[src/rtl/core/qcvn_pkg.sv]
// Shared widths and constants for the quad cell vertex normal pipeline.
// No dependencies; every other file of the block imports this package.
package qcvn_pkg;

    localparam int COORD_WIDTH_DEF = 16;
    localparam int FACE_W          = 34;
    localparam int SUM_W           = FACE_W + 1;
    localparam int NORM_TOP        = 23;
    localparam int MAG_W           = NORM_TOP + 1;
    localparam int SQ_W            = 2 * MAG_W + 2;
    localparam int ROOT_W          = SQ_W / 2;
    localparam int REM_W           = ROOT_W + 3;
    localparam int TOP_W           = 6;
    localparam int QUO_W           = 15;
    localparam int SHARED_W        = 16;
    localparam int SHARED_ONE      = 16384;
    localparam int NUM_W           = MAG_W + QUO_W + 1;
    localparam int DEN_W           = ROOT_W + 1;

    localparam int FACE_STAGES = 3;
    localparam int PREP_STAGES = 6;
    localparam int SQRT_STAGES = ROOT_W;
    localparam int DIV_STAGES  = QUO_W;
    localparam int TOTAL_STAGES = FACE_STAGES + PREP_STAGES + SQRT_STAGES + DIV_STAGES;

    typedef logic signed [FACE_W-1:0] face_t;
    typedef logic [MAG_W-1:0]         mag_t;

    typedef struct packed {
        logic [2:0] neg;
        logic       degen;
    } sign_info_t;

endpackage

[src/rtl/core/qcvn_sqrt.sv]
// Pipelined integer square root, one result bit per stage.
// Depends on qcvn_pkg.
module qcvn_sqrt (
    input  logic                        clk,
    input  logic                        en,
    input  logic [qcvn_pkg::SQ_W-1:0]   rad,
    output logic [qcvn_pkg::ROOT_W-1:0] root
);
    import qcvn_pkg::*;

    logic [SQ_W-1:0]   rad_reg  [SQRT_STAGES];
    logic [REM_W-1:0]  rem_reg  [SQRT_STAGES];
    logic [ROOT_W-1:0] root_reg [SQRT_STAGES];

    genvar s;
    generate
        for (s = 0; s < SQRT_STAGES; s++) begin : g_stage
            logic [SQ_W-1:0]   rad_in;
            logic [REM_W-1:0]  rem_in;
            logic [ROOT_W-1:0] root_in;
            logic [REM_W-1:0]  rem_sh;
            logic [REM_W-1:0]  trial;

            if (s == 0) begin : g_first
                assign rad_in  = rad;
                assign rem_in  = '0;
                assign root_in = '0;
            end else begin : g_next
                assign rad_in  = rad_reg[s-1];
                assign rem_in  = rem_reg[s-1];
                assign root_in = root_reg[s-1];
            end

            assign rem_sh = {rem_in[REM_W-3:0], rad_in[SQ_W-1:SQ_W-2]};
            assign trial  = REM_W'({root_in, 2'b01});

            always_ff @(posedge clk)
            begin
                if (en)
                begin
                    rad_reg[s] <= {rad_in[SQ_W-3:0], 2'b00};
                    if (rem_sh >= trial)
                    begin
                        rem_reg[s]  <= rem_sh - trial;
                        root_reg[s] <= {root_in[ROOT_W-2:0], 1'b1};
                    end
                    else
                    begin
                        rem_reg[s]  <= rem_sh;
                        root_reg[s] <= {root_in[ROOT_W-2:0], 1'b0};
                    end
                end
            end
        end
    endgenerate

    assign root = root_reg[SQRT_STAGES-1];

endmodule

[config.mk]
export PLATFORM = sky130hd
export DESIGN_NAME = qcvn_sqrt
export DESIGN_NICKNAME = d
export VERILOG_FILES = /design/src/rtl/core/qcvn_pkg.sv /design/src/rtl/core/qcvn_sqrt.sv
export SDC_FILE = /design/constraint.sdc
export NUM_CORES = 2
export LEC_CHECK = 0
export BUFFER_PORTS_ARGS = -buffer_cell sky130_fd_sc_hd__buf_2
export CORE_MARGIN = 10
export CORE_UTILIZATION = 57
export DETAILED_ROUTE_END_ITERATION = 8
export PLACE_DENSITY_LB_ADDON = 0.25
export SLEW_MARGIN = 20
export SYNTH_ARGS = -nofsm -noshare
export SYNTH_HDL_FRONTEND = slang
export SYNTH_SLANG_ARGS = --single-unit
[constraint.sdc]
create_clock -name clk -period 3.2 [get_ports clk]
set_clock_uncertainty 0.1 [all_clocks]
set_input_delay 0.48 -clock clk [delete_from_list [all_inputs] [get_ports clk]]
set_output_delay 0.48 -clock clk [all_outputs]
set_load 0.03 [all_outputs]
Yosys cells after proc, flatten, opt, wreduce, memory -nomap -nowiden --
Memories as Yosys holds them, arrays and structs flattened. Index checks and enable logic that the tools add are counted.
Word-level totals: bits in registers 0, memory bits (writable) 2525, bits of input ports 52, output and inout bits 25, logic and storage cells 305, memories 3
Operators by class: $add $sub $neg 25, $lt $le $gt $ge 25, muxes and demuxes 202, bitwise logic cells 50
Memories:
- rad_reg | depth 25, width 48, read ports 24, clocked after memory_dff 0, wr ports 25, line qcvn_sqrt.sv:11 | logic [SQ_W-1:0] rad_reg [SQRT_STAGES];
- rem_reg | depth 25, width 28, read ports 24, clocked after memory_dff 0, wr ports 25, line qcvn_sqrt.sv:12 | logic [REM_W-1:0] rem_reg [SQRT_STAGES];
- root_reg | depth 25, width 25, read ports 25, clocked after memory_dff 0, wr ports 25, line qcvn_sqrt.sv:13 | logic [ROOT_W-1:0] root_reg [SQRT_STAGES];
Operators by type and width (number):
- $mux W28 | 25
- $ge A28 B27 Y1 | 24
- $sub A28 B27 Y28 | 24
- $mux W25 | 25
- $mux W1 | 152
- $or A1 B1 Y1 | 50
- $sub A2 B1 Y3 const B | 1
- $ge A2 B1 Y1 const B | 1

Logic depth before layout (Yosys ltp) --
An unclocked memory read counts as a cell.
word-level depth 6, mapped depth 14, gate-level depth less buffers 14

Worst setup path before layout --
Ideal clock, no wire load.
kind register to register, start memory rem_reg[2][112] in the netlist's numbering, end memory rem_reg[2][149] in the netlist's numbering (data pin), setup time 260 ps, arrival time 2967 ps, data required time 2840 ps, slack -126 ps, cell stages (with the launch flop) 12, path buffers 1, period minus slack after synthesis 3326 ps, path through edfxtp_1 > ha_1 > nor2b_1 > o21ai_0 > nand2b_1 > a21oi_1 > o211ai_1 > a31oi_1 > a211oi_1 > nor3_2 > buf_2 > mux2_2
RTL lines (line):
- from (decl) | qcvn_sqrt.sv:12

==> impl_metrics.env <==
export IMPL_status="completed"
export IMPL_grt_pass1_vias=41800
export IMPL_port_buffers=76
export IMPL_final_cell_mix="edfxtp_1, inv_1, ha_1"
export IMPL_crit_chain="ha_4 -> nand4_1 -> a2111oi_4 -> a211o_1 -> a21o_1 -> nor3_4 -> o41ai_4 -> buf_6 -> buf_6 -> mux2_4"
export IMPL_synth_seq_cells=1514
export IMPL_largest_register_ff_count=600
export IMPL_avgRoutedWirePerCell_um=18.0
export IMPL_final_common_cell="edfxtp_1"
export IMPL_vias=42200
export IMPL_nNetsFinal=6233
export IMPL_setup_viol=0
export IMPL_dp_hpwl_um=96600
export IMPL_p_clk_share_pct=31.1
export IMPL_viasPerCell=5.57
export IMPL_leakagePower_uw=0.0314
export IMPL_hold_viol=0
export IMPL_totalPowerFinal_uw=55400
export IMPL_yosysWarningCount=0
export IMPL_area_growth_pct=15.5
export IMPL_slew_headroom_pct=31.3
export IMPL_die_area_sq_mm=0.137
export IMPL_rsz0062_at_grt="yes"
export IMPL_core_sq_mm=0.122
export IMPL_cts_sinks=1514
export IMPL_first_pass_iters=6
export IMPL_drcViolationCount=0
export IMPL_crit_path_frequent_cell="buf_6"
export IMPL_clk_pin_slew_ns=0.06
export IMPL_clock_path_buffers=3
export IMPL_ioPinCount=77
export IMPL_grt_ovfl_total=0
export IMPL_cp_end_kind="flip-flop"
export IMPL_cts_max_level=4
export IMPL_cts_root_buffer_cell="clkbuf_16"
export IMPL_power_frac_seq_pct=48.0
export IMPL_combPwrFrac_pct=20.9
export IMPL_worstPathRequired_ns=3.63
export IMPL_power_density_mw_per_mm2=685
export IMPL_grt_total_usage_pct=19.5
export IMPL_slowest_stage="edfxtp_1"
export IMPL_setup_tns_ns=0
export IMPL_synth_edf_count=1513
export IMPL_crit_arrival_ns=3.61
export IMPL_place_gp_congestion=0.879
export IMPL_drive_gt1_share_pct=14.1
export IMPL_fin_cells=7574
export IMPL_ys_types=87
export IMPL_synth_ff_type="edfxtp_1"
export IMPL_internal_power_uw=40200
export IMPL_drt_initial_drc_count=3108
export IMPL_max_vdd_ir_drop_uv=557
export IMPL_routed_wl_um=136000
export IMPL_die_x_um=371
export IMPL_max_freq_mhz=314
export IMPL_setup_worst_path_start_class="flip-flop"
export IMPL_dieHeight_um=371
export IMPL_dpl_instance_area_sq_mm=0.0743
export IMPL_final_cell_area_sq_mm=0.0809
export IMPL_cts_tree="yes"
export IMPL_clkLatencyLatePin_ns=0.78
export IMPL_max_stage_delay_ns=0.44
export IMPL_cp_max_fo=7
export IMPL_period_minus_slack_ns=3.18
export IMPL_rows=128
export IMPL_syn_mean_instance_area_sq_um=13.1
export IMPL_tightest_slew_ns=1.03
export IMPL_slew_violations=0
export IMPL_netSwitchingPower_uw=15300
export IMPL_drv_cap=0
export IMPL_numPlacedInstances=7194
export IMPL_crit_type="reg -> reg"
export IMPL_cts_buffers=154
export IMPL_start_util_pct=57.5
export IMPL_grt_max_degree=178
export IMPL_syn_area_sq_mm=0.0700
export IMPL_ant_nets=0
export IMPL_syn_nets=5733
export IMPL_switching_share_pct=27.5
export IMPL_grt_pass1_wl_um=216000
export IMPL_antenna_found_initial=3
export IMPL_hold_ws_ns=0.305
export IMPL_ys_seq_area_share_pct=64.9
export IMPL_async_reset_ff_share_pct=0
export IMPL_syn_inst=5328
export IMPL_hold_class="reg -> reg"
export IMPL_fin_crit_sh_pct=99.4
[worst paths after layout]
| path | end | cells past startpoint | slack [ns] | start |
|---|---|---|---|---|
| min | rad_reg[0][104] | 0 | 0.30 | rad_reg[0][54] |
| max reg2reg | rem_reg[2][218] | 10 | 0.02 | rem_reg[2][173] |
| max | rem_reg[2][218] | 10 | 0.02 | rem_reg[2][173] |
| min reg2reg | rad_reg[0][104] | 0 | 0.30 | rad_reg[0][54] |
[cells by family after synthesis]
logic type / count (synthesis) / share of synthesized area, %
buffers and inverters: 527 / 2.84
AND/OR/NAND/NOR: 1378 / 10.0
multiplexers: 69 / 1.10
AO/OA/AOI/OAI: 1020 / 8.98
flip-flops: 1514 / 64.9
adder cells (fa/ha/maj): 353 / 6.31
XOR/XNOR: 467 / 5.84
[stage by stage]
step / util [%] / setup WS [ns]
after floorplan: - / 0.000115
after global placement: 60.9 / -0.105
after detailed placement: 60.9 / -0.133
after CTS: 65.4 / 0.00102
after global routing: 66.4 / -0.108
final: 66.4 / 0.0189
[what timing repair did]
action / CTS / global route
setup endpoints to repair: 42 / 193
setup buffers: 1 / 49
pin swaps: 2 / 44
resized for setup: 16 / 178
hold buffers: 51 / 0
hold endpoints to repair: 65 / 0
gates cloned: 0 / 2
[per-layer routing]
layer  track usage (%)  up-vias  share of wire [%]
li1                  -    20700                  -
met3              3.41      268                4.3
met2              33.9      915                 51
met1              24.4    20300                 42
met5                 0        -                  0
met4              6.82        0                2.9
[layout make-up]
cell class | instances | area, sq um
diodes | 1 | 2.50
clock buffers | 196 | 4030
clock inverters | 80 | 843
fillers | 8740 | 41000
inverters | 425 | 1600
multi-input cells | 3287 | 23400
flip-flops and latches | 1514 | 45500
well taps | 1625 | 2030
repair buffers | 446 | 3500
[power by group through the flow]
| stage | registers (uW) | logic (uW) | clock network (uW) |
|---|---|---|---|
| floorplan | 26300 | 7910 | 0 |
| global placement | 26900 | 10600 | 0 |
| detailed placement | 27000 | 10800 | 0 |
| CTS | 26600 | 11000 | 17700 |
| global route | 26800 | 12900 | 18400 |
| finish | 26600 | 11600 | 17200 |
[cells in the mapped netlist, types with 70 or more instances]
cell type / number / share of area (%)
nand2b_1: 72 / 0.64
clkbuf_1: 92 / 0.49
ha_1: 353 / 6.3
o21a_1: 70 / 0.75
edfxtp_1: 1513 / 65
inv_1: 423 / 2.3
xor2_1: 229 / 2.9
xnor2_1: 238 / 3.0
nor3_1: 114 / 0.81
a21oi_1: 314 / 2.2
o21ai_0: 286 / 2.0
nand3_1: 101 / 0.72
nor2_1: 329 / 1.8
nand2_1: 317 / 1.7
a21o_1: 128 / 1.4
[worst max-delay path: cells and delay by family, from the launching register on]
| family | cells | cell delay, ns |
|---|---|---|
| muxes | 1 | 0.30 |
| adders and majority gates | 1 | 0.31 |
| DFF | 1 | 0.44 |
| AOI/OAI and AO/OA | 4 | 1.14 |
| buffers and inverters | 2 | 0.31 |
| and+or+nand+nor | 2 | 0.33 |
(Power assumes the default switching activity.)
