<file path="src/rtl/core/qcvn_pkg.sv">
// Shared widths and constants for the quad cell vertex normal pipeline.
// No dependencies; every other file of the block imports this package.
package qcvn_pkg;

    localparam int COORD_WIDTH_DEF = 16;
    localparam int FACE_W          = 34;
    localparam int SUM_W           = FACE_W + 1;
    localparam int NORM_TOP        = 23;
    localparam int MAG_W           = NORM_TOP + 1;
    localparam int SQ_W            = 2 * MAG_W + 2;
    localparam int ROOT_W          = SQ_W / 2;
    localparam int REM_W           = ROOT_W + 3;
    localparam int TOP_W           = 6;
    localparam int QUO_W           = 15;
    localparam int SHARED_W        = 16;
    localparam int SHARED_ONE      = 16384;
    localparam int NUM_W           = MAG_W + QUO_W + 1;
    localparam int DEN_W           = ROOT_W + 1;

    localparam int FACE_STAGES = 3;
    localparam int PREP_STAGES = 6;
    localparam int SQRT_STAGES = ROOT_W;
    localparam int DIV_STAGES  = QUO_W;
    localparam int TOTAL_STAGES = FACE_STAGES + PREP_STAGES + SQRT_STAGES + DIV_STAGES;

    typedef logic signed [FACE_W-1:0] face_t;
    typedef logic [MAG_W-1:0]         mag_t;

    typedef struct packed {
        logic [2:0] neg;
        logic       degen;
    } sign_info_t;

endpackage

</file>
<file path="src/rtl/core/qcvn_prep.sv">
// Six-stage normalize front end: sum, magnitude, max, leading one, shift,
// squares and their sum. Depends on qcvn_pkg.
module qcvn_prep (
    input  logic                         clk,
    input  logic                         en,
    input  qcvn_pkg::face_t              f1 [3],
    input  qcvn_pkg::face_t              f2 [3],
    output qcvn_pkg::mag_t               mag [3],
    output qcvn_pkg::sign_info_t         info,
    output logic [qcvn_pkg::SQ_W-1:0]    sq_sum
);
    import qcvn_pkg::*;

    localparam int WIDE_W = SUM_W + NORM_TOP;

    logic [SUM_W-1:0]      m1_reg [3];
    logic [SUM_W-1:0]      m2_reg [3];
    logic [SUM_W-1:0]      m3_reg [3];
    logic [SUM_W-1:0]      mx_reg;
    logic [TOP_W-1:0]      top_reg;
    mag_t                  m4_reg [3];
    mag_t                  m5_reg [3];
    mag_t                  m6_reg [3];
    logic [2*MAG_W-1:0]    sq5_reg [3];
    logic [SQ_W-1:0]       sq6_reg;
    sign_info_t            i1_reg;
    sign_info_t            i2_reg;
    sign_info_t            i3_reg;
    sign_info_t            i4_reg;
    sign_info_t            i5_reg;
    sign_info_t            i6_reg;

    logic signed [SUM_W-1:0] s [3];
    logic [2:0]              neg;
    logic [SUM_W-1:0]        mx_next;
    logic [TOP_W-1:0]        top_next;

    always_comb
    begin
        for (int i = 0; i < 3; i++)
        begin
            s[i]   = SUM_W'(f1[i]) + SUM_W'(f2[i]);
            neg[i] = s[i][SUM_W-1];
        end
    end

    always_comb
    begin
        mx_next = m1_reg[0];
        if (m1_reg[1] > mx_next)
            mx_next = m1_reg[1];
        if (m1_reg[2] > mx_next)
            mx_next = m1_reg[2];
    end

    // highest set bit wins
    always_comb
    begin
        top_next = '0;
        for (int b = 0; b < SUM_W; b++)
        begin
            if (mx_reg[b])
                top_next = TOP_W'(b);
        end
    end

    always_ff @(posedge clk)
    begin
        if (en)
        begin
            for (int i = 0; i < 3; i++)
            begin
                m1_reg[i]  <= neg[i] ? SUM_W'(-s[i]) : SUM_W'(s[i]);
                m2_reg[i]  <= m1_reg[i];
                m3_reg[i]  <= m2_reg[i];
                m4_reg[i]  <= MAG_W'(({m3_reg[i], NORM_TOP'(0)}) >> top_reg);
                m5_reg[i]  <= m4_reg[i];
                m6_reg[i]  <= m5_reg[i];
                sq5_reg[i] <= (2*MAG_W)'(m4_reg[i]) * (2*MAG_W)'(m4_reg[i]);
            end
            i1_reg.neg   <= neg;
            i1_reg.degen <= 1'b0;
            i2_reg.neg   <= i1_reg.neg;
            i2_reg.degen <= (mx_next == '0);
            mx_reg       <= mx_next;
            i3_reg       <= i2_reg;
            top_reg      <= top_next;
            i4_reg       <= i3_reg;
            i5_reg       <= i4_reg;
            i6_reg       <= i5_reg;
            sq6_reg      <= SQ_W'(sq5_reg[0]) + SQ_W'(sq5_reg[1]) + SQ_W'(sq5_reg[2]);
        end
    end

    assign mag[0] = m6_reg[0];
    assign mag[1] = m6_reg[1];
    assign mag[2] = m6_reg[2];
    assign info   = i6_reg;
    assign sq_sum = sq6_reg;

endmodule

</file>
<file path="config.mk">
export PLATFORM = sky130hd
export DESIGN_NAME = qcvn_prep
export DESIGN_NICKNAME = d
export VERILOG_FILES = /design/src/rtl/core/qcvn_pkg.sv /design/src/rtl/core/qcvn_prep.sv
export SDC_FILE = /design/constraint.sdc
export NUM_CORES = 2
export LEC_CHECK = 0
export BUFFER_PORTS_ARGS = -buffer_cell sky130_fd_sc_hd__buf_2
export CAP_MARGIN = 15
export CORE_MARGIN = 4
export CORE_UTILIZATION = 40
export CTS_CLUSTER_DIAMETER = 40
export CTS_CLUSTER_SIZE = 25
export DETAILED_ROUTE_END_ITERATION = 8
export HOLD_SLACK_MARGIN = 0.03
export PLACE_DENSITY_LB_ADDON = 0.15
export SLEW_MARGIN = 5
export SYNTH_ARGS = -nofsm -noshare
export SYNTH_HDL_FRONTEND = slang
export SYNTH_SLANG_ARGS = --single-unit
</file>
<file path="constraint.sdc">
create_clock -name clk -period 8.2 [get_ports clk]
set_clock_uncertainty 0.1 [all_clocks]
set_input_delay 1.64 -clock clk [delete_from_list [all_inputs] [get_ports clk]]
set_output_delay 1.64 -clock clk [all_outputs]
set_load 0.1 [all_outputs]
</file>
After elaboration in Yosys (flattened, before gate mapping)
Memory sizes are Yosys's and may differ from the RTL's.
Cells that the tools add are included.

word-level totals
  flip-flop bits (word level) = 114
  RAM bits = 675
  bits of input ports = 206
  logic and storage cells = 80
  memories kept = 7

memory list
  name             words  bits a word  rd ports  clocked after memory_dff  wr ports  line             text
  sq5_reg          3      48           3         0                         3         qcvn_prep.sv:24  logic [2*MAG_W-1:0] sq5_reg [3];
  m1_reg           3      35           3         0                         3         qcvn_prep.sv:16  logic [SUM_W-1:0] m1_reg [3];
  m2_reg           3      35           3         0                         3         qcvn_prep.sv:17  logic [SUM_W-1:0] m2_reg [3];
  m3_reg           3      35           3         0                         3         qcvn_prep.sv:18  logic [SUM_W-1:0] m3_reg [3];
  m4_reg           3      24           3         0                         3         qcvn_prep.sv:21  mag_t m4_reg [3];
  m5_reg           3      24           3         0                         3         qcvn_prep.sv:22  mag_t m5_reg [3];
  1 more memories  n/a    n/a          n/a       n/a                       n/a       n/a

operators by class
  $add $sub $neg = 8
  multipliers = 3
  $lt $le $gt $ge = 2
  shift-type cells = 3
  mux-type cells = 40
  reduce and logical (&&, ||, !) cells = 2

operators by type and width
  kind               count
  $mux W6            30
  $mux W35           5
  $shr A58 B6 Y24    3
  $mul A24 B24 Y48   3
  $add A34 B34 Y35   3
  $neg A35 Y35       3
  $gt A35 B35 Y1     2
  $add A49 B48 Y50   1
  $add A48 B48 Y49   1
  $logic_not A35 Y1  1
  $mux W2            2
  $mux W1            3
  $reduce_or A3 Y1   1

Logic depth before layout (Yosys ltp)
  depth in word-level cells = 33
  gate-level depth with buffers = 29
  mapped depth without buffers = 28

Worst setup path before layout
OpenSTA, ideal clock, no wires.

  kind = reg-to-reg
  from = memory m4_reg[0][56] (netlist bit)
  to = memory sq5_reg[0][143] (netlist bit) (data pin)
  setup time = 0.260 ns
  data arrival time = 7.415 ns
  data required time = 7.840 ns
  slack = 0.425 ns
  cell stages (with the launch flop) = 29
  path buffers = 3
  period minus slack after synthesis = 7.775 ns
  cells stage by stage = edfxtp_1 -> clkbuf_1 -> clkbuf_1 -> nand2_1 -> fa_1 -> inv_1 -> fa_1 -> fa_1 -> inv_1 -> fa_1 -> inv_1 -> fa_1 -> fa_1 -> inv_1 -> fa_1 -> inv_1 -> ha_1 -> clkbuf_1 -> a21o_1 -> a21o_1 -> a21oi_1 -> o22ai_1 -> or3b_2 -> o221ai_1 -> o21ai_1 -> a31o_2 -> a221oi_1 -> o21ai_1 -> xnor2_1

RTL lines
  what                line
  start: declaration  qcvn_prep.sv:21
  end: declaration    qcvn_prep.sv:24

==> metrics.cfg <==
[clock_network]
cts_sinks = 782
tritoncts = done
clockRootBuffer = clkbuf_16
clk_pin_slew_ns = 0.05
clk_latency_ns = 0.81
htreeDepth = 4
cts_buffers = 142
cts.path.max_buffers = 3

[cells_and_area]
syn2layout_area_growth_pct = 12.3
fin_util = 0.453
layoutNonFillerInstCount = 12500
drive_above_1_share = 0.102
layout.nets = 11700
largest_reg_flops = 138

[sta]
layout_worst_path_cycle_share = 0.957
max_freq_ghz = 0.127
post-route-min-period_ns = 7.85
worst_slack_ns = 0.354
slew_headroom = 0.240
setup_violations = 0
max_slew.worst_pin.slew_ns = 1.13
tns_ns = 0
slew_violations = 0
hold_viol = 0
rsz0062_at_grt = yes

[critical_path]
cp_max_fo = 14
critical_path_required_ns = 8.63
worst_setup_path_end_kind = register
critPathLaunchType = register
rrSetupSlack_ns = 0.35
critPathMaxStageDelay_ns = 0.54
crit_path_start = m4_reg[0][53]
crit_top_cell = inv_1
r2r_cells = 31
r2r_end = sq5_reg[0][143]
crit_slowest_cell = fa_1
crit_path_end = sq5_reg[0][143]
critPathKind = register to register
r2r-start = m4_reg[0][53]
cp_data_arrival_time_ns = 8.28

[synth]
ys_seq_area_frac = 0.255
postSynthCellCount = 9014
synthArstFlopShare = 0
synthFlopType = edfxtp_1
syn_area_per_cell_um2 = 10.2
synth-edff-count = 782
netlist_area_um2 = 92000
yosysWarnings = 0
ys_types = 110
yosys_register_bits = 782

[drt]
dr.pass1.iters = 6
vias = 64100
wl_mm = 250
vias_per_cell = 5.11
wl_per_cell_um = 19.9
drcViolationCount = 0
dr.first_iter.drc_count = 3560
ant_nets = 0

[global_routing]
grt_pass1_vias = 69200
grt_usage = 0.214
grt_remaining_overflow = 0
grt_pass1_wl_mm = 393
grt_max_degree = 157
antenna_found_initial = 11

[floorplan]
die-area_um2 = 238000
die_h_um = 487
die_width_um = 487
pin_count = 332
num_rows = 175
core_um2 = 228000
start_util = 0.403

[placed_design]
port-buffer-count = 331
place.gp.congestion = 0.921
hpwl_mm = 208
place_ws_ns = -0.0984
place_inst = 12200

[run_status]
status = finished, final reports clean

[min_path]
hold_path.class = register to register

[flow_run]
maxCapViolCount = 0

==> Yosys cell counts (all sizes together), types with 102 or more instances <==
library cell,n,share of area
inv,1907,0.078
fa,1321,0.29
nand2,849,0.035
edfxtp,782,0.26
ha,746,0.10
a21oi,393,0.022
and2,369,0.025
nor2,349,0.014
o21ai,274,0.015
clkbuf,263,0.011
xnor2,244,0.023
a21o,167,0.014
xor2,133,0.013
nand3,102,0.0057
==> metal layers <==
layer	vias to the layer above	GRT usage	part of all wire
met3	392	0.0270	0.039
met2	1319	0.388	0.52
met5	-	0	0.00012
li1	30100	-	-
met4	4	0.0815	0.043
met1	32300	0.258	0.40
==> layout make-up <==
cell class	count	area (um2)
Antenna cell	6	15.0
Clock buffer	149	3620
Clock inverter	113	1340
Fill cell	21600	125000
Inverter	1910	7170
Multi-Input combinational cell	6017	60200
Sequential cell	782	23500
Tap cell	3009	3760
Timing Repair Buffer	563	3690
==> kinds of logic (layout without fill, tap and decap cells) <==
| family | after synthesis | in the layout | share of synthesized area |
|---|---|---|---|
| AOI/OAI and AO/OA | 1323 | 1323 | 0.0921 |
| xor gates and xnor gates | 377 | 377 | 0.0359 |
| adders and majority gates | 2067 | 2067 | 0.389 |
| buffers and inverters | 2217 | 2735 | 0.0907 |
| DFF | 782 | 782 | 0.255 |
| muxes | 181 | 181 | 0.0283 |
| other | 1 | 9 | 0.0000408 |
| and+or+nand+nor | 2066 | 2066 | 0.109 |
==> placed cells by master, fill, tap and decap left out, types with 244 or more instances in the layout <==
cell type / synthesis / final
a21oi_1: 392 / 391
and2_1: 366 / 364
buf_2: 8 / 331
edfxtp_1: 782 / 782
fa_1: 1321 / 1321
ha_1: 746 / 746
inv_1: 1907 / 1906
nand2_1: 848 / 847
nor2_1: 349 / 349
o21ai_0: 261 / 260
xnor2_1: 244 / 244
==> critical path: cells and delay by family (launching register included) <==
family	cells	cell delay [ns]
AO/OA/AOI/OAI	8	1.53
AND/OR/NAND/NOR	1	0.14
flip-flops	1	0.52
adder cells (fa/ha/maj)	8	3.88
XOR/XNOR	1	0.08
buffers and inverters	13	1.37
==> metrics by stage <==
stage	instance area, um2	hold slack [ns]
after floorplan	92000	0.300
after global placement	97800	0.301
final	103000	0.299
after CTS	103000	0.297
after detailed placement	97800	0.305
after global routing	103000	0.308
==> how the worst min path moves through the flow <==
stage	startpoint	end	cells after the start
3_5_place_dp	i3_reg[2]	i4_reg[2]	0
5_1_grt	m2_reg[0][104]	m3_reg[0][104]	0
4_1_cts	m5_reg[0][28]	m6_reg[0][28]	0
2_1_floorplan	i1_reg[1]	i2_reg[1]	0
6_report	m5_reg[0][28]	m6_reg[0][28]	0
3_3_place_gp	m5_reg[0][3]	m6_reg[0][3]	0
==> what timing repair did <==
| action | in CTS | in global routing |
|---|---|---|
| cloned | 0 | 0 |
| buffers inserted | 0 | 34 |
| setup endpoints to repair | 3 | 17 |
| hold buffers | 0 | 0 |
| resized for setup | 1 | 10 |
| endpoints found under the hold margin | 0 | 0 |
Power is not shown: default switching activity piles up to over one toggle a cycle in this logic, so the estimate is an artifact.
